==> src/rtl/core/scu_pkg.sv <==
package scu_pkg;

    // Opcodes of an input transaction (carried in tuser)
    localparam logic [1:0] OP_READ  = 2'd0;
    localparam logic [1:0] OP_WRITE = 2'd1;
    localparam logic [1:0] OP_EVENT = 2'd2;

    // Access size codes, only long accesses act
    localparam logic [1:0] SZ_LONG = 2'd2;

    // Result kinds (carried in tuser on the output side)
    localparam logic KIND_READ = 1'b0;
    localparam logic KIND_IRQ  = 1'b1;

    // Event sources with side effects
    localparam logic [4:0] EV_VBLANK_OUT = 5'd1;
    localparam logic [4:0] EV_HBLANK     = 5'd2;
    localparam logic [4:0] EV_TIMER0     = 5'd3;
    localparam logic [4:0] EV_EXT_FIRST  = 5'd14;
    localparam logic [4:0] EV_LIMIT      = 5'd30;

    // Mask bit shared by all external sources
    localparam logic [4:0] EXT_MASK_BIT = 5'd15;

    // Register reset values
    localparam logic [31:0] IRQ_MASK_RST = 32'h0000_BFFF;
    localparam logic [31:0] DMA_ADD_RST  = 32'h0000_0101;
    localparam logic [31:0] DMA_MODE_RST = 32'h0000_0007;

    // Register offsets
    localparam logic [7:0] A_DMA_END  = 8'h60;
    localparam logic [4:0] A_DMA_RD   = 5'h00;
    localparam logic [4:0] A_DMA_WR   = 5'h04;
    localparam logic [4:0] A_DMA_CNT  = 5'h08;
    localparam logic [4:0] A_DMA_ADD  = 5'h0C;
    localparam logic [4:0] A_DMA_EN   = 5'h10;
    localparam logic [4:0] A_DMA_MODE = 5'h14;
    localparam logic [7:0] A_MISC0    = 8'h60;
    localparam logic [7:0] A_MISC1    = 8'h7C;
    localparam logic [7:0] A_MISC2    = 8'h80;
    localparam logic [7:0] A_MISC3    = 8'h84;
    localparam logic [7:0] A_MISC4    = 8'h88;
    localparam logic [7:0] A_MISC5    = 8'h8C;
    localparam logic [7:0] A_T0_CMP   = 8'h90;
    localparam logic [7:0] A_MISC6    = 8'h94;
    localparam logic [7:0] A_MISC7    = 8'h98;
    localparam logic [7:0] A_IRQ_MASK = 8'hA0;
    localparam logic [7:0] A_IRQ_STAT = 8'hA4;
    localparam logic [7:0] A_MISC8    = 8'hA8;
    localparam logic [7:0] A_MISC9    = 8'hB0;
    localparam logic [7:0] A_MISC10   = 8'hB4;
    localparam logic [7:0] A_MISC11   = 8'hB8;
    localparam logic [7:0] A_MISC12   = 8'hC4;

    localparam int DMA_CH   = 3;
    localparam int MISC_NUM = 13;

    // One result transaction
    typedef struct packed {
        logic        kind;
        logic [31:0] data;
        logic [6:0]  vector;
        logic [3:0]  level;
        logic        last;
    } t_result;

    // Results produced by one input transaction, res0 goes out first
    typedef struct packed {
        logic [1:0] cnt;
        t_result    res1;
        t_result    res0;
    } t_res_bundle;

    // Fixed attributes of an interrupt source
    typedef struct packed {
        logic [6:0] vector;
        logic [3:0] level;
        logic [4:0] mask_idx;
        logic [4:0] stat_idx;
    } t_irq_info;

    // Level of the internal sources 0..13
    function automatic logic [3:0] int_level(input logic [4:0] ev);
        logic [3:0] lvl;
        unique case (ev)
            5'd0:    lvl = 4'hF;
            5'd1:    lvl = 4'hE;
            5'd2:    lvl = 4'hD;
            5'd3:    lvl = 4'hC;
            5'd4:    lvl = 4'hB;
            5'd5:    lvl = 4'hA;
            5'd6:    lvl = 4'h9;
            5'd7:    lvl = 4'h8;
            5'd8:    lvl = 4'h8;
            5'd9:    lvl = 4'h6;
            5'd10:   lvl = 4'h6;
            5'd11:   lvl = 4'h5;
            5'd12:   lvl = 4'h3;
            5'd13:   lvl = 4'h2;
            default: lvl = 4'h0;
        endcase
        return lvl;
    endfunction

    // Vector, level, mask bit and status bit of a source (ev < 30)
    function automatic t_irq_info irq_info(input logic [4:0] ev);
        t_irq_info info;
        if (ev < EV_EXT_FIRST) begin
            info.vector   = 7'h40 + {2'b00, ev};
            info.level    = int_level(ev);
            info.mask_idx = ev;
            info.stat_idx = ev;
        end else begin
            // external x = ev - 14: vector 0x50 + x, status bit 16 + x
            info.vector   = 7'h42 + {2'b00, ev};
            info.level    = (ev < 5'd18) ? 4'd7 : (ev < 5'd22) ? 4'd4 : 4'd1;
            info.mask_idx = EXT_MASK_BIT;
            info.stat_idx = ev + 5'd2;
        end
        return info;
    endfunction

endpackage

==> src/rtl/core/scu_regs.sv <==
module scu_regs (
    input  logic                      i_clk,
    input  logic                      i_rst_n,
    input  logic                      i_fire,
    input  logic [1:0]                i_opcode,
    input  logic [1:0]                i_access_size,
    input  logic [7:0]                i_address,
    input  logic [31:0]               i_write_data,
    input  logic [4:0]                i_event_id,
    output scu_pkg::t_res_bundle      o_bundle
);

    logic [31:0] r_dma_read_addr  [scu_pkg::DMA_CH];
    logic [31:0] r_dma_write_addr [scu_pkg::DMA_CH];
    logic [31:0] r_dma_count      [scu_pkg::DMA_CH];
    logic [31:0] r_dma_add_value  [scu_pkg::DMA_CH];
    logic [31:0] r_dma_enable     [scu_pkg::DMA_CH];
    logic [31:0] r_dma_mode       [scu_pkg::DMA_CH];
    logic [31:0] r_misc           [scu_pkg::MISC_NUM];
    logic [31:0] r_irq_mask;
    logic [31:0] r_irq_status;
    logic [31:0] r_t0_cmp;
    logic [31:0] r_line_cnt;

    logic [31:0] n_irq_status;
    logic [31:0] n_line_cnt;
    logic [31:0] line_inc;
    logic [31:0] rd_val;
    logic [1:0]  dma_ch;
    logic [4:0]  dma_off;
    logic        is_long;
    logic        is_write;
    logic        is_event;
    logic        is_hblank;
    logic        t0_hit;
    logic        req_a;
    logic        req_b;
    scu_pkg::t_irq_info info_a;
    scu_pkg::t_irq_info info_b;
    scu_pkg::t_result   res_a;
    scu_pkg::t_result   res_b;

    assign dma_ch   = i_address[6:5];
    assign dma_off  = i_address[4:0];
    assign is_long  = (i_access_size == scu_pkg::SZ_LONG);
    assign is_write = (i_opcode == scu_pkg::OP_WRITE) && is_long;
    assign is_event = (i_opcode == scu_pkg::OP_EVENT) && (i_event_id < scu_pkg::EV_LIMIT);

    // Register read decode
    always_comb begin
        rd_val = '0;
        if (i_address < scu_pkg::A_DMA_END) begin
            if (dma_ch != 2'd3) begin
                priority if (dma_off == scu_pkg::A_DMA_RD) begin
                    rd_val = r_dma_read_addr[dma_ch];
                end else if (dma_off == scu_pkg::A_DMA_WR) begin
                    rd_val = r_dma_write_addr[dma_ch];
                end else if (dma_off == scu_pkg::A_DMA_CNT) begin
                    rd_val = r_dma_count[dma_ch];
                end else begin
                    rd_val = '0;
                end
            end
        end else begin
            unique case (i_address)
                scu_pkg::A_MISC1:    rd_val = r_misc[1];
                scu_pkg::A_MISC2:    rd_val = r_misc[2];
                scu_pkg::A_MISC5:    rd_val = r_misc[5];
                scu_pkg::A_IRQ_STAT: rd_val = r_irq_status;
                scu_pkg::A_MISC8:    rd_val = r_misc[8];
                scu_pkg::A_MISC12:   rd_val = r_misc[12];
                default:             rd_val = '0;
            endcase
        end
    end

    // Event decode: the source itself, then timer 0 on a line counter match
    assign info_a    = scu_pkg::irq_info(i_event_id);
    assign info_b    = scu_pkg::irq_info(scu_pkg::EV_TIMER0);
    assign is_hblank = is_event && (i_event_id == scu_pkg::EV_HBLANK);
    assign line_inc  = r_line_cnt + 32'd1;
    assign t0_hit    = is_hblank && (line_inc == r_t0_cmp);
    assign req_a     = is_event && !r_irq_mask[info_a.mask_idx];
    assign req_b     = t0_hit && !r_irq_mask[info_b.mask_idx];

    // Status and line counter next values (a status write and an event never coincide)
    always_comb begin
        n_irq_status = r_irq_status;
        if (is_write && (i_address == scu_pkg::A_IRQ_STAT)) begin
            n_irq_status = i_write_data;
        end
        if (is_event) begin
            n_irq_status[info_a.stat_idx] = 1'b1;
        end
        if (t0_hit) begin
            n_irq_status[info_b.stat_idx] = 1'b1;
        end
        n_line_cnt = r_line_cnt;
        if (is_event && (i_event_id == scu_pkg::EV_VBLANK_OUT)) begin
            n_line_cnt = '0;
        end else if (is_hblank) begin
            n_line_cnt = line_inc;
        end
    end

    // Result assembly
    always_comb begin
        res_a.kind   = scu_pkg::KIND_IRQ;
        res_a.data   = '0;
        res_a.vector = info_a.vector;
        res_a.level  = info_a.level;
        res_a.last   = !req_b;
        res_b.kind   = scu_pkg::KIND_IRQ;
        res_b.data   = '0;
        res_b.vector = info_b.vector;
        res_b.level  = info_b.level;
        res_b.last   = 1'b1;

        o_bundle.res1 = res_b;
        if (i_opcode == scu_pkg::OP_READ) begin
            o_bundle.cnt         = 2'd1;
            o_bundle.res0.kind   = scu_pkg::KIND_READ;
            o_bundle.res0.data   = is_long ? rd_val : '0;
            o_bundle.res0.vector = '0;
            o_bundle.res0.level  = '0;
            o_bundle.res0.last   = 1'b1;
        end else begin
            o_bundle.cnt  = {1'b0, req_a} + {1'b0, req_b};
            o_bundle.res0 = req_a ? res_a : res_b;
        end
    end

    // State update
    always_ff @(posedge i_clk) begin
        if (!i_rst_n) begin
            for (int i = 0; i < scu_pkg::DMA_CH; i++) begin
                r_dma_read_addr[i]  <= '0;
                r_dma_write_addr[i] <= '0;
                r_dma_count[i]      <= '0;
                r_dma_add_value[i]  <= scu_pkg::DMA_ADD_RST;
                r_dma_enable[i]     <= '0;
                r_dma_mode[i]       <= scu_pkg::DMA_MODE_RST;
            end
            for (int i = 0; i < scu_pkg::MISC_NUM; i++) begin
                r_misc[i] <= '0;
            end
            r_irq_mask   <= scu_pkg::IRQ_MASK_RST;
            r_irq_status <= '0;
            r_t0_cmp     <= '0;
            r_line_cnt   <= '0;
        end else if (i_fire) begin
            r_irq_status <= n_irq_status;
            r_line_cnt   <= n_line_cnt;
            if (is_write) begin
                if (i_address < scu_pkg::A_DMA_END) begin
                    if (dma_ch != 2'd3) begin
                        unique case (dma_off)
                            scu_pkg::A_DMA_RD:   r_dma_read_addr[dma_ch]  <= i_write_data;
                            scu_pkg::A_DMA_WR:   r_dma_write_addr[dma_ch] <= i_write_data;
                            scu_pkg::A_DMA_CNT:  r_dma_count[dma_ch]      <= i_write_data;
                            scu_pkg::A_DMA_ADD:  r_dma_add_value[dma_ch]  <= i_write_data;
                            scu_pkg::A_DMA_EN:   r_dma_enable[dma_ch]     <= i_write_data;
                            scu_pkg::A_DMA_MODE: r_dma_mode[dma_ch]       <= i_write_data;
                            default: ;
                        endcase
                    end
                end else begin
                    // status writes go through n_irq_status
                    unique case (i_address)
                        scu_pkg::A_MISC0:    r_misc[0]    <= i_write_data;
                        scu_pkg::A_MISC2:    r_misc[2]    <= i_write_data;
                        scu_pkg::A_MISC3:    r_misc[3]    <= i_write_data;
                        scu_pkg::A_MISC4:    r_misc[4]    <= i_write_data;
                        scu_pkg::A_MISC5:    r_misc[5]    <= i_write_data;
                        scu_pkg::A_T0_CMP:   r_t0_cmp     <= i_write_data;
                        scu_pkg::A_MISC6:    r_misc[6]    <= i_write_data;
                        scu_pkg::A_MISC7:    r_misc[7]    <= i_write_data;
                        scu_pkg::A_IRQ_MASK: r_irq_mask   <= i_write_data;
                        scu_pkg::A_MISC8:    r_misc[8]    <= i_write_data;
                        scu_pkg::A_MISC9:    r_misc[9]    <= i_write_data;
                        scu_pkg::A_MISC10:   r_misc[10]   <= i_write_data;
                        scu_pkg::A_MISC11:   r_misc[11]   <= i_write_data;
                        scu_pkg::A_MISC12:   r_misc[12]   <= i_write_data;
                        default: ;
                    endcase
                end
            end
        end
    end

endmodule

==> src/rtl/core/scu_ostage.sv <==
module scu_ostage (
    input  logic                  i_clk,
    input  logic                  i_rst_n,
    input  logic                  i_load,
    input  scu_pkg::t_res_bundle  i_bundle,
    input  logic                  i_ready,
    output logic                  o_room,
    output logic                  o_valid,
    output scu_pkg::t_result      o_res
);

    // slot 0 drives the port, slot 1 holds the second result of an item
    logic             r_v0;
    logic             r_v1;
    scu_pkg::t_result r_slot0;
    scu_pkg::t_result r_slot1;
    logic             n_v0;
    logic             n_v1;
    logic             pop;
    logic             fill;

    assign pop     = r_v0 && i_ready;
    assign fill    = i_load && (i_bundle.cnt != 2'd0);
    assign o_room  = !r_v0 || (i_ready && !r_v1);
    assign o_valid = r_v0;
    assign o_res   = r_slot0;

    // Next valid flags; a fill only comes when slot 1 is empty and slot 0 is empty or being drained
    always_comb begin
        n_v0 = r_v0;
        n_v1 = r_v1;
        if (fill) begin
            n_v0 = 1'b1;
            n_v1 = (i_bundle.cnt == 2'd2);
        end else if (pop) begin
            if (r_v1) begin
                n_v1 = 1'b0;
            end else begin
                n_v0 = 1'b0;
            end
        end
    end

    // Valid flags
    always_ff @(posedge i_clk) begin
        if (!i_rst_n) begin
            r_v0 <= 1'b0;
            r_v1 <= 1'b0;
        end else begin
            r_v0 <= n_v0;
            r_v1 <= n_v1;
        end
    end

    // Payload
    always_ff @(posedge i_clk) begin
        if (fill) begin
            r_slot0 <= i_bundle.res0;
            r_slot1 <= i_bundle.res1;
        end else if (pop && r_v1) begin
            r_slot0 <= r_slot1;
        end
    end

endmodule

==> src/rtl/core/system_ctrl_regs_irq_unit.sv <==
// Channel   Direction  tdata                                         tuser        tlast
// s_axis    in         access_size, address, write_data, event_id   opcode       -
// m_axis    out        read_data, irq_vector, irq_level              result_kind  last
//
// One input transaction per cycle unless stalled: input register, decode and
// register update, then a two-slot result stage. A read gives one result, via
// the input register and result slot 0; an hblank event can give two in turn.
// Synchronous active-low reset returns valid flags and state registers to reset values.
// A stalled m_axis holds the result stage, and s_axis stalls once it is full.
module system_ctrl_regs_irq_unit (
    input  logic        i_clk,
    input  logic        i_rst_n,
    input  logic        i_s_axis_tvalid,
    output logic        o_s_axis_tready,
    // [1:0] access_size, [9:2] address, [41:10] write_data, [46:42] event_id
    input  logic [47:0] i_s_axis_tdata,
    // [1:0] opcode
    input  logic [1:0]  i_s_axis_tuser,
    output logic        o_m_axis_tvalid,
    input  logic        i_m_axis_tready,
    // [31:0] read_data, [38:32] irq_vector, [42:39] irq_level
    output logic [47:0] o_m_axis_tdata,
    // [0] result_kind
    output logic        o_m_axis_tuser,
    output logic        o_m_axis_tlast
);

    logic                 r_in_v;
    logic [1:0]           r_opcode;
    logic [1:0]           r_access_size;
    logic [7:0]           r_address;
    logic [31:0]          r_write_data;
    logic [4:0]           r_event_id;
    logic                 room;
    logic                 fire;
    logic                 in_acc;
    scu_pkg::t_res_bundle bundle;
    scu_pkg::t_result     res;

    assign fire            = r_in_v && room;
    assign o_s_axis_tready = !r_in_v || fire;
    assign in_acc          = i_s_axis_tvalid && o_s_axis_tready;

    // Input register
    always_ff @(posedge i_clk) begin
        if (!i_rst_n) begin
            r_in_v <= 1'b0;
        end else if (o_s_axis_tready) begin
            r_in_v <= i_s_axis_tvalid;
        end
    end

    always_ff @(posedge i_clk) begin
        if (in_acc) begin
            r_opcode      <= i_s_axis_tuser;
            r_access_size <= i_s_axis_tdata[1:0];
            r_address     <= i_s_axis_tdata[9:2];
            r_write_data  <= i_s_axis_tdata[41:10];
            r_event_id    <= i_s_axis_tdata[46:42];
        end
    end

    scu_regs u_regs (
        .i_clk         (i_clk),
        .i_rst_n       (i_rst_n),
        .i_fire        (fire),
        .i_opcode      (r_opcode),
        .i_access_size (r_access_size),
        .i_address     (r_address),
        .i_write_data  (r_write_data),
        .i_event_id    (r_event_id),
        .o_bundle      (bundle)
    );

    scu_ostage u_ostage (
        .i_clk    (i_clk),
        .i_rst_n  (i_rst_n),
        .i_load   (fire),
        .i_bundle (bundle),
        .i_ready  (i_m_axis_tready),
        .o_room   (room),
        .o_valid  (o_m_axis_tvalid),
        .o_res    (res)
    );

    // Output packing
    assign o_m_axis_tdata = {5'b00000, res.level, res.vector, res.data};
    assign o_m_axis_tuser = res.kind;
    assign o_m_axis_tlast = res.last;

endmodule

==> config.mk <==
export PLATFORM = sky130hd
export DESIGN_NAME = system_ctrl_regs_irq_unit
export DESIGN_NICKNAME = d
export VERILOG_FILES = /design/src/rtl/core/scu_pkg.sv /design/src/rtl/core/scu_regs.sv /design/src/rtl/core/scu_ostage.sv /design/src/rtl/core/system_ctrl_regs_irq_unit.sv
export SDC_FILE = /design/constraint.sdc
export NUM_CORES = 1
export LEC_CHECK = 0
export ABC_AREA = 1
export BUFFER_PORTS_ARGS = -buffer_cell sky130_fd_sc_hd__buf_2
export CORE_MARGIN = 2
export CORE_UTILIZATION = 35
export DETAILED_ROUTE_END_ITERATION = 12
export GPL_TIMING_DRIVEN = 0
export PLACE_DENSITY = 0.61
export SYNTH_ARGS = -nofsm -noshare
export SYNTH_HDL_FRONTEND = slang
export SYNTH_SLANG_ARGS = --single-unit
==> constraint.sdc <==
create_clock -name i_clk -period 6.1 [get_ports i_clk]
set_clock_uncertainty 0.2 [all_clocks]
set_input_delay 0.305 -clock i_clk [delete_from_list [all_inputs] [get_ports i_clk]]
set_output_delay 0.305 -clock i_clk [all_outputs]
set_load 0.01 [all_outputs]
After elaboration in Yosys (flattened, before gate mapping)
Memory sizes are Yosys's and may differ from the RTL's. A register that Yosys moved wholly into a read port is not among the register bits.
Cells that the tools add are included.
Cells by class
  $add $sub $neg: 5
  magnitude comparators: 8
  eq/ne operators: 27
  mux-type cells: 149
  bitwise operators: 14
  reduce and logical (&&, ||, !) cells: 36
Operators by type and width (count)
  $mux 32: 25
  $pmux 32 s6: 1
  $mux 45: 3
  $eq 8x8->1 const B: 14
  $mux 1: 104
  $reduce_or 32->1: 3
  $add 32x1->32 const B: 1
  $eq 32x32->1: 1
  $or 32x32->32: 1
  $mux 21: 1
  $eq 8x7->1 const B: 2
  $mux 4: 4
  $logic_and 1x1->1: 15
  $lt 5x5->1 const B: 3
  $add 7x5->7 const A: 2
  $mux 2: 7
  $lt 5x6->1 const B: 2
  $mux 12: 1
  $or 1x1->1: 12
  $lt 8x7->1 const B: 1
  $reduce_and 4->1: 2
  $reduce_bool 2->1: 4
  $eq 2x2->1 const B: 3
  $logic_not 1->1: 6
  other kinds (18): 21
Word-level totals
  flip-flop bits (word level): 225
  memory bits (writable): 704
  bits in read-only memories: 64
  bits of input ports: 54
  output and inout port bits: 52
  word-level logic and storage cells: 261
  memories kept: 5
Memory list
  u_regs.r_misc: depth 13, bits a word 32, rd ports 5, clocked after Yosys merged registers in 0, write ports 13, line scu_regs.sv:19  | logic [31:0] r_misc [scu_pkg::MISC_NUM];
  u_regs.r_dma_count: depth 3, bits a word 32, rd ports 1, clocked after Yosys merged registers in 1, write ports 3, line scu_regs.sv:15  | logic [31:0] r_dma_count [scu_pkg::DMA_CH];
  u_regs.r_dma_read_addr: depth 3, bits a word 32, rd ports 1, clocked after Yosys merged registers in 1, write ports 3, line scu_regs.sv:13  | logic [31:0] r_dma_read_addr [scu_pkg::DMA_CH];
  u_regs.r_dma_write_addr: depth 3, bits a word 32, rd ports 1, clocked after Yosys merged registers in 1, write ports 3, line scu_regs.sv:14  | logic [31:0] r_dma_write_addr [scu_pkg::DMA_CH];
  (no name shown): depth 16, bits a word 4, rd ports 1, clocked after Yosys merged registers in 1, write ports 0, line scu_pkg.sv:85  | unique case (ev)

Longest topological paths before layout
Gate-level depths: netlist of run 1.
  word-level depth: 14
  mapped depth: 23
  mapped depth without buffers: 22

By module
A second synthesis of run 1 with hierarchy kept.
Second synthesis, totals
  cell total of the unflattened synthesis: 3208
  area total of the unflattened synthesis: 33472.1 sq um
By module, submodules not included
  scu_regs: instances 1, cells an instance 2893, area each 28469.8 sq um, seq. area each 17616.9 sq um
  scu_ostage: instances 1, cells an instance 251, area each 3430.8 sq um, seq. area each 2742.6 sq um
  system_ctrl_regs_irq_unit: instances 1, cells an instance 64, area each 1571.5 sq um, seq. area each 1491.4 sq um

Worst setup path before layout of run 1
No wires, ideal clock.
  path kind: flip-flop to flip-flop
  from: reg r_event_id[2]
  to: reg u_ostage.r_slot0 (netlist bit u_ostage.o_res[0]), enable pin
  setup time: 803 ps
  data arrival time: 3962 ps
  data required time: 5097 ps
  slack: 1135 ps
  stages on the path, launching flop included: 18
  buffers on the path: 0
  clock period less this slack: 4965 ps
  cell sequence: edfxtp_1 -> ha_1 -> nand2_2 -> inv_1 -> nor2_1 -> ha_1 -> inv_1 -> a21oi_1 -> o21ai_0 -> o211ai_1 -> nand3_1 -> nand3_1 -> inv_1 -> ha_1 -> nor2_1 -> inv_1 -> o21ai_1 -> o21ai_0
Between the ends
  longest elaborated chain between the ends: 11
  elaborated cells on any way between the ends: 17
  those cells by class: add/sub: 1; order compare: 2; eq/ne: 1; mux: 4; reduce/logical: 9
Ends and longest elaborated chain
  from (decl): line system_ctrl_regs_irq_unit.sv:33  | logic [4:0] r_event_id;
  from (signal assigned): line system_ctrl_regs_irq_unit.sv:59  | r_event_id <= i_s_axis_tdata[46:42];
  $lt 5x4->1: line scu_pkg.sv:108  | if (ev < EV_EXT_FIRST) begin
  $mux 21: line scu_pkg.sv:108
  $bmux 1 s5: line scu_regs.sv:83  | assign req_a = is_event && !r_irq_mask[info_a.mask_idx];
  $mux 1 (not written as such): line scu_regs.sv:83
  $logic_not 1->1: line scu_regs.sv:83
  $logic_and 1x1->1: line scu_regs.sv:83
  $add 1x1->2 (*): line scu_regs.sv:128  | o_bundle.cnt = {1'b0, req_a} + {1'b0, req_b};
  $mux 2 (*): line scu_regs.sv:120  | if (i_opcode == scu_pkg::OP_READ) begin
  $reduce_bool 2->1 (*): line scu_ostage.sv:23  | assign fill = i_load && (i_bundle.cnt != 2'd0);
  $logic_and 1x1->1 (*): line scu_ostage.sv:23
  $reduce_bool 2->1 (no source line) (*)
  to (signal assigned): line scu_ostage.sv:58  | r_slot0 <= i_bundle.res0;
  to (signal assigned): line scu_ostage.sv:61  | r_slot0 <= r_slot1;
  to (decl): line scu_ostage.sv:15  | scu_pkg::t_result r_slot0;
Mark *: on every way between the ends. The rest lies on a longest branch, timed or not. The select of a mux whose other input is x is not followed.
A chain may end at the register's enable or synchronous reset.

Final worst setup path of run 1
  from: reg r_event_id[2]
  to: reg u_ostage.r_slot0 (netlist bit u_ostage.o_res[16]) (data pin)
Between the ends
  longest elaborated chain between the ends: 11
  elaborated cells on any way between the ends: 17
  those cells by class: add/sub: 1; order compare: 2; eq/ne: 1; mux: 5; reduce/logical: 8
Ends and longest elaborated chain
  $lt 5x4->1: line scu_pkg.sv:108
  $mux 21: line scu_pkg.sv:108
  $bmux 1 s5: line scu_regs.sv:83
  $mux 1 (not written as such): line scu_regs.sv:83
  $logic_not 1->1: line scu_regs.sv:83
  $logic_and 1x1->1: line scu_regs.sv:83
  $add 1x1->2 (*): line scu_regs.sv:128
  $mux 2 (*): line scu_regs.sv:120
  $reduce_bool 2->1 (*): line scu_ostage.sv:23
  $logic_and 1x1->1 (*): line scu_ostage.sv:23
  $mux 45 (*): line scu_ostage.sv:57  | if (fill) begin
Marked as above.

==> impl_metrics.tcl, run 1 <==
set metrics [dict create \
    critPathLaunch "r_event_id[2]" \
    clockBufferDepth 3 \
    hp-class "in2reg" \
    timing.hold.worst.start "i_s_axis_tvalid" \
    status "completed" \
    cts_resized 0 \
    yosysSeqAreaShare_pct 64.7 \
    ys_seq_elements 726 \
    ir_worst_vdd_mv 0.209 \
    grt.total_usage_pct 21.7 \
    post-route-util_pct 41.6 \
    holdWs_ps 42.9 \
    synth_edf_count 605 \
    port_buffers 98 \
    drive_above_1_share_pct 8.67 \
    dieArea_sq_um 93400 \
    cts_max_level 3 \
    globalplace.congestion 0.922 \
    cts.sinks 726 \
    grt-ovfl-total 0 \
    num_io_pins 106 \
    final_max_slew_viol_count 0 \
    grt_max_degree 33 \
    layout.nets 3600 \
    area_growth_syn_to_layout_pct 17.8 \
    worst_slack_ps 1180 \
    hold_viol 0 \
    rsz0062_at_grt "no" \
    arrival_ps 5030 \
    viasPerCell 5.30 \
    drt_iter0_markers 3149 \
    stdcell_area_sq_um 37500 \
    post_drt_wl_per_cell_um 21.7 \
    initial_utilization_pct 35.4 \
    die_x_um 306 \
    ant_nets 0 \
    synthCells 3198 \
    post-route-drc-count 0 \
    layout_min_cycle_time_ps 4920 \
    dr.pass1.iters 6 \
    r2r-start "r_event_id[2]" \
    rows 110 \
    total_power_w 0.0110 \
    crit_type "reg2reg" \
    synth_top_area_share_pct 57.1 \
    start_kind "register" \
    synth_top_area_cell "edfxtp_1" \
    leakage_nw 13.9 \
    cp.required_ps 6210 \
    clkTransAtPathRegs_ps 60 \
    antenna_found_initial 1 \
    syn_area_per_cell_sq_um 9.95 \
    coreArea_sq_um 90000 \
    ys_warn_count 0 \
    worst_pin_slew_ps 1130 \
    maxCapViolCount 0 \
    place.detailed.hpwl_um 73900 \
    wl_um 103000 \
    clk_latency_ps 640 \
    crit_fanout 10 \
    endpoint_kind "register" \
    fmaxAchievable_ghz 0.203 \
    die_h_um 306 \
    layout_commonest_cell "nor2_1" \
    clockRootBuffer "clkbuf_16" \
    pre_cts_ws_ps 1260 \
    synth_flop_cell "edfxtp_1" \
    cts_tree "done" \
    p_per_area_nw_per_um2 294 \
    vias 25300 \
    final_cell_mix "nor2_1, edfxtp_1, nand2_1" \
    grt_pass1_wl_um 150000 \
    yosysUniqueCellTypes 42 \
    grt_pass1_vias 23600 \
    period_share_pct 80.6 \
    relSlewSlack_pct 24.2 \
    synth_top_cells_by_area "edfxtp_1, nor2_1, dfxtp_1" \
    placed_area_sq_um 34500 \
    netlist_area_sq_um 31800 \
    synth-async-reset-ratio_pct 0 \
    cts_buffers 76 \
    setup_viol 0 \
]
[cell usage after synthesis (all sizes together), types with 9 or more instances]
cell,number
o211ai,20
buf,50
inv,256
clkbuf,161
nand2,440
edfxtp,605
a21oi,51
dfxtp,121
nor2,763
o21ai,262
o221ai,33
nand3b,9
nor3,11
a221oi,54
nand3,198
a31oi,33
o22ai,71
a211oi,35
[stage by stage]
stage / std cells / TNS (ps)
2_1_floorplan: 3299 / 0
3_3_place_gp: 4573 / -91780
3_5_place_dp: 4586 / 0
4_1_cts: 4775 / 0
5_1_grt: 4776 / 0
6_report: 4778 / 0
[final cells by class]
cell class | count | area, sq um
fill | 8790 | 52500
sequential | 726 | 20600
multi-input combinational | 2104 | 9840
clock buffer | 101 | 2080
tap | 1176 | 1470
timing repair buffer | 162 | 1280
inverter | 258 | 968
buffer | 211 | 858
clock inverter | 38 | 387
antenna | 2 | 5.00
[where the power goes]
group          switching (W)  internal, W
sequential         0.0000943      0.00555
combinational       0.000529     0.000179
clock                0.00198      0.00270
total                0.00261      0.00843
[kinds of logic after synthesis]
group / synth area share (%)
and+or+nand+nor: 18.5
AOI/OAI and AO/OA: 10.7
DFF: 64.7
xor gates and xnor gates: 0.0826
adders and majority gates: 0.275
buffers and inverters: 5.74
other: 0.0118
[final timing paths]
| path | endpoint | slack (ps) | cells past startpoint |
|---|---|---|---|
| worst min-delay path | r_in_v | 40 | 3 |
| worst max-delay path | u_ostage.o_res[16] | 1180 | 20 |
| worst min register to register | u_regs.r_irq_mask[8] | 280 | 2 |
| worst max register to register | u_ostage.o_res[16] | 1180 | 20 |
[sequential cells by signal, indices dropped and copies added, names as in the netlist, named ones only]
name / cells
u_regs.r_t0_cmp: 32
u_regs.r_dma_write_addr: 128
u_regs.r_irq_mask: 16
u_regs.r_dma_read_addr: 128
u_regs.r_irq_status: 32
u_regs.r_line_cnt: 32
u_ostage.o_valid: 1
r_event_id: 5
r_access_size: 2
u_ostage.r_v1: 1
r_in_v: 1
r_write_data: 32
r_opcode: 2
u_ostage.o_res: 44
r_address: 8
u_regs.r_dma_count: 128
u_regs.r_misc: 128
[metal layers]
metal / up-vias / track usage [%] / part of all wire (%)
li1: 11600 / - / -
met1: 12300 / 30.1 / 42
met2: 1277 / 33.6 / 44
met3: 218 / 3.94 / 9.0
met4: 0 / 8.94 / 4.4
met5: - / 0 / 0
[worst max-delay path: stages (launching register included)]
cell      delay (ps)
edfxtp_1         510
ha_1             280
nand2_2          170
inv_1             80
nor2_1           250
ha_1             230
inv_1            120
a21oi_1          140
o21ai_0          120
o211ai_1         120
nand3_1          100
nand3_1          150
inv_1            100
ha_1             280
nor2_1           140
inv_1             60
o21ai_1          500
nor2_1           280
nand2_1          300
buf_2            330
a31oi_1          140
[timing repair]
item,CTS,global route
hold buffers,50,0
setup buffers,0,0
hold endpoints to repair,58,0
No activity file was read; power rests on OpenSTA's default activity.
==> inputs of run 2 (changes only) <==
ABC_AREA = 0   (was 1)
PLACE_DENSITY = 0.63   (was 0.61)
clock period = 4.3 ns   (was 6.1 ns; I/O delays follow)
==> run 2 against run 1 <==
The flow now finishes with violations (capacitance limit, slew limit, setup timing). Core utilization rose by 0.62 points. Synthesized cell count fell by 22%. Critical endpoint is now u_ostage.o_res[0]. Worst setup slack got worse by 1200 ps. Wire length fell by 6.1%. Largest cell class unchanged. Maximum frequency rose by 14%. Design area rose by 1.5%. Sequential power rose by 42%. Critical path depth fell by 3. Sequential share of layout area fell by 0.78 points. Clock-buffer cell count rose by 2. Non-clock buffer count rose by 8. Die area barely moved.
==> impl_metrics.tcl, run 2 <==
set metrics [dict create \
    synth_top_cells_by_area "edfxtp_1, dfxtp_1, mux4_2" \
    crit_type "reg2reg" \
    clockRootBuffer "clkbuf_16" \
    critPathMostFrequentCell "buf_4" \
    coreArea_sq_um 90000 \
    die_x_um 306 \
    drt_iter0_markers 2593 \
    num_io_pins 106 \
    dr.pass1.iters 5 \
    synth_common_cells "edfxtp_1, nand2_1, and2_1" \
    place.detailed.hpwl_um 66600 \
    syn_area_per_cell_sq_um 12.7 \
    die_h_um 306 \
    timing.hold.worst.start "i_rst_n" \
    synth_edf_count 605 \
    synth_flop_cell "edfxtp_1" \
    globalplace.congestion 0.919 \
    ys_warn_count 0 \
    synthCells 2498 \
    cp_cell_sequence "ha_4, nand3_4, or3_1, buf_4, or4b_4, mux2i_1, a21oi_2, and4_1, nand4b_1, buf_4, buf_4, buf_4, buf_4, buf_4, buf_4, buf_4, or3_4" \
    worst_pin_slew_ps 1490 \
    fmaxAchievable_ghz 0.232 \
    antenna_found_initial 6 \
    cp.required_ps 4490 \
    grt_pass1_wl_um 140000 \
    worst_slack_ps -9.74 \
    total_power_w 0.0159 \
    synth_xor_area_share_pct 1.24 \
    placed_area_sq_um 34600 \
    viasPerCell 5.33 \
    rows 110 \
    yosysUniqueCellTypes 70 \
    ys_seq_elements 726 \
    synthSimpleGateAreaFrac_pct 15.1 \
    clkTransAtPathRegs_ps 60 \
    wl_um 97200 \
    p_per_area_nw_per_um2 417 \
    endpoint_kind "register" \
    arrival_ps 4500 \
    clockBufferDepth 3 \
    area_growth_syn_to_layout_pct 19.5 \
    synth_top_family_by_area "simple AND/OR/NAND/NOR gates" \
    leakage_nw 13.6 \
    crit_fanout 8 \
    rsz0062_at_grt "yes" \
    cts_max_level 3 \
    grt_max_degree 33 \
    critical_path_buf_inv_count 8 \
    synth_top_area_share_pct 57.1 \
    layout.nets 2922 \
    clk_latency_ps 650 \
    status "finished, violations left" \
    ir_worst_vdd_mv 0.322 \
    ant_nets 0 \
    port_buffers 99 \
    dieArea_sq_um 93300 \
    slowest_stage "or4b_4" \
    hp-class "in2reg" \
    critPathLaunch "u_regs.r_line_cnt[1]" \
    stdcell_count 4102 \
    final_max_slew_viol_count 1 \
    cp_slowest_stage_delay_ps 570 \
    synth_compound_gate_area_share_pct 6.75 \
    netlist_area_sq_um 31800 \
    r2r-start "u_regs.r_line_cnt[1]" \
    synthMuxAreaShare_pct 8.40 \
    violations "capacitance limit, slew limit, setup timing" \
    relSlewSlack_pct -0.183 \
    setup_viol 1 \
    place_inst 3888 \
    synth-async-reset-ratio_pct 0 \
    synth-adder-area-share_pct 0.275 \
    hold_viol 0 \
    final_cell_mix "edfxtp_1, nand2_1, and2_1" \
    cts_tree "done" \
    vias 21900 \
    grt_pass1_vias 21100 \
    grt-ovfl-total 0 \
    cts.sinks 726 \
    synth.most_common_cell "edfxtp_1" \
    cts_buffers 76 \
    start_kind "register" \
    maxCapViolCount 1 \
    synth_top_area_cell "edfxtp_1" \
    pre_cts_ws_ps -1050 \
    critical-path-top-delay-family "simple AND/OR/NAND/NOR gates" \
    num-fill-cells 8385 \
    layout_commonest_cell "edfxtp_1" \
    drive_above_1_share_pct 14.6 \
    grt.total_usage_pct 20.6 \
    initial_utilization_pct 35.4 \
    post_drt_wl_per_cell_um 23.7 \
    layout_min_cycle_time_ps 4310 \
    post-route-drc-count 0 \
    post-route-util_pct 42.3 \
    yosysSeqAreaShare_pct 64.7 \
    stdcell_area_sq_um 38000 \
    period_share_pct 100 \
]
==> run 2: path summary, 6_finish.rpt <==
path / to / slack, ps / cells after the start
max: u_ostage.o_res[0] / -10 / 17
min: u_regs.r_irq_status[3] / 60 / 4
max reg2reg: u_ostage.o_res[0] / -10 / 17
min reg2reg: u_regs.r_t0_cmp[10] / 270 / 2
==> run 2: worst min-delay path, stage by stage <==
cell and delay, ps:
buf_2 130, clkbuf_1 290, o21ai_0 170, a41oi_1 50
==> run 2: logic make-up after synthesis <==
logic type / after synthesis
simple gates: 970
flops: 726
compound gates: 331
buf+inv: 277
mux: 141
xor+xnor: 45
fa+ha+maj: 7
other cells: 1
==> run 2: per-layer routing <==
metal	share of wire [%]	wire length (um)	track usage, %
met1	42	41300	29.2
met2	45	43400	31.4
met3	8.8	8590	3.81
met4	4.0	3860	7.74
met5	0.013	13	0
==> run 2: metrics by stage <==
stage	hold slack, ps	setup TNS, ps
6_report	60.4	-9.74
4_1_cts	38.2	0
5_1_grt	72.3	-289
3_5_place_dp	193	-72290
2_1_floorplan	114	-10060
3_3_place_gp	192	-930840
==> run 2: what timing repair did <==
item | 4_1_cts | 5_1_grt
endpoints found under the hold margin | 58 | 0
setup endpoints to repair | 152 | 150
hold buffers | 51 | 0
cloned | 1 | 1
buffers inserted | 11 | 8
gates resized for setup | 20 | 18
pin swaps | 5 | 8
==> run 2: final cells by class <==
type	instances	area [sq um]	share of cell area, %
inverters	78	293	0.770
repair buffers	183	1450	3.81
diodes	3	7.51	0.0197
multi-input cells	1598	10800	28.4
clock inverters	37	522	1.37
well taps	1176	1470	3.87
plain buffers	198	813	2.14
flip-flops and latches	726	20600	54.2
clock buffers	103	2060	5.43
==> run 2: report_power, final <==
| part | total, W | switching (W) | internal, W |
|---|---|---|---|
| Sequential | 0.00800 | 0.000148 | 0.00785 |
| Combinational | 0.000958 | 0.000598 | 0.000360 |
| Clock | 0.00691 | 0.00281 | 0.00410 |
| Total | 0.0159 | 0.00355 | 0.0123 |
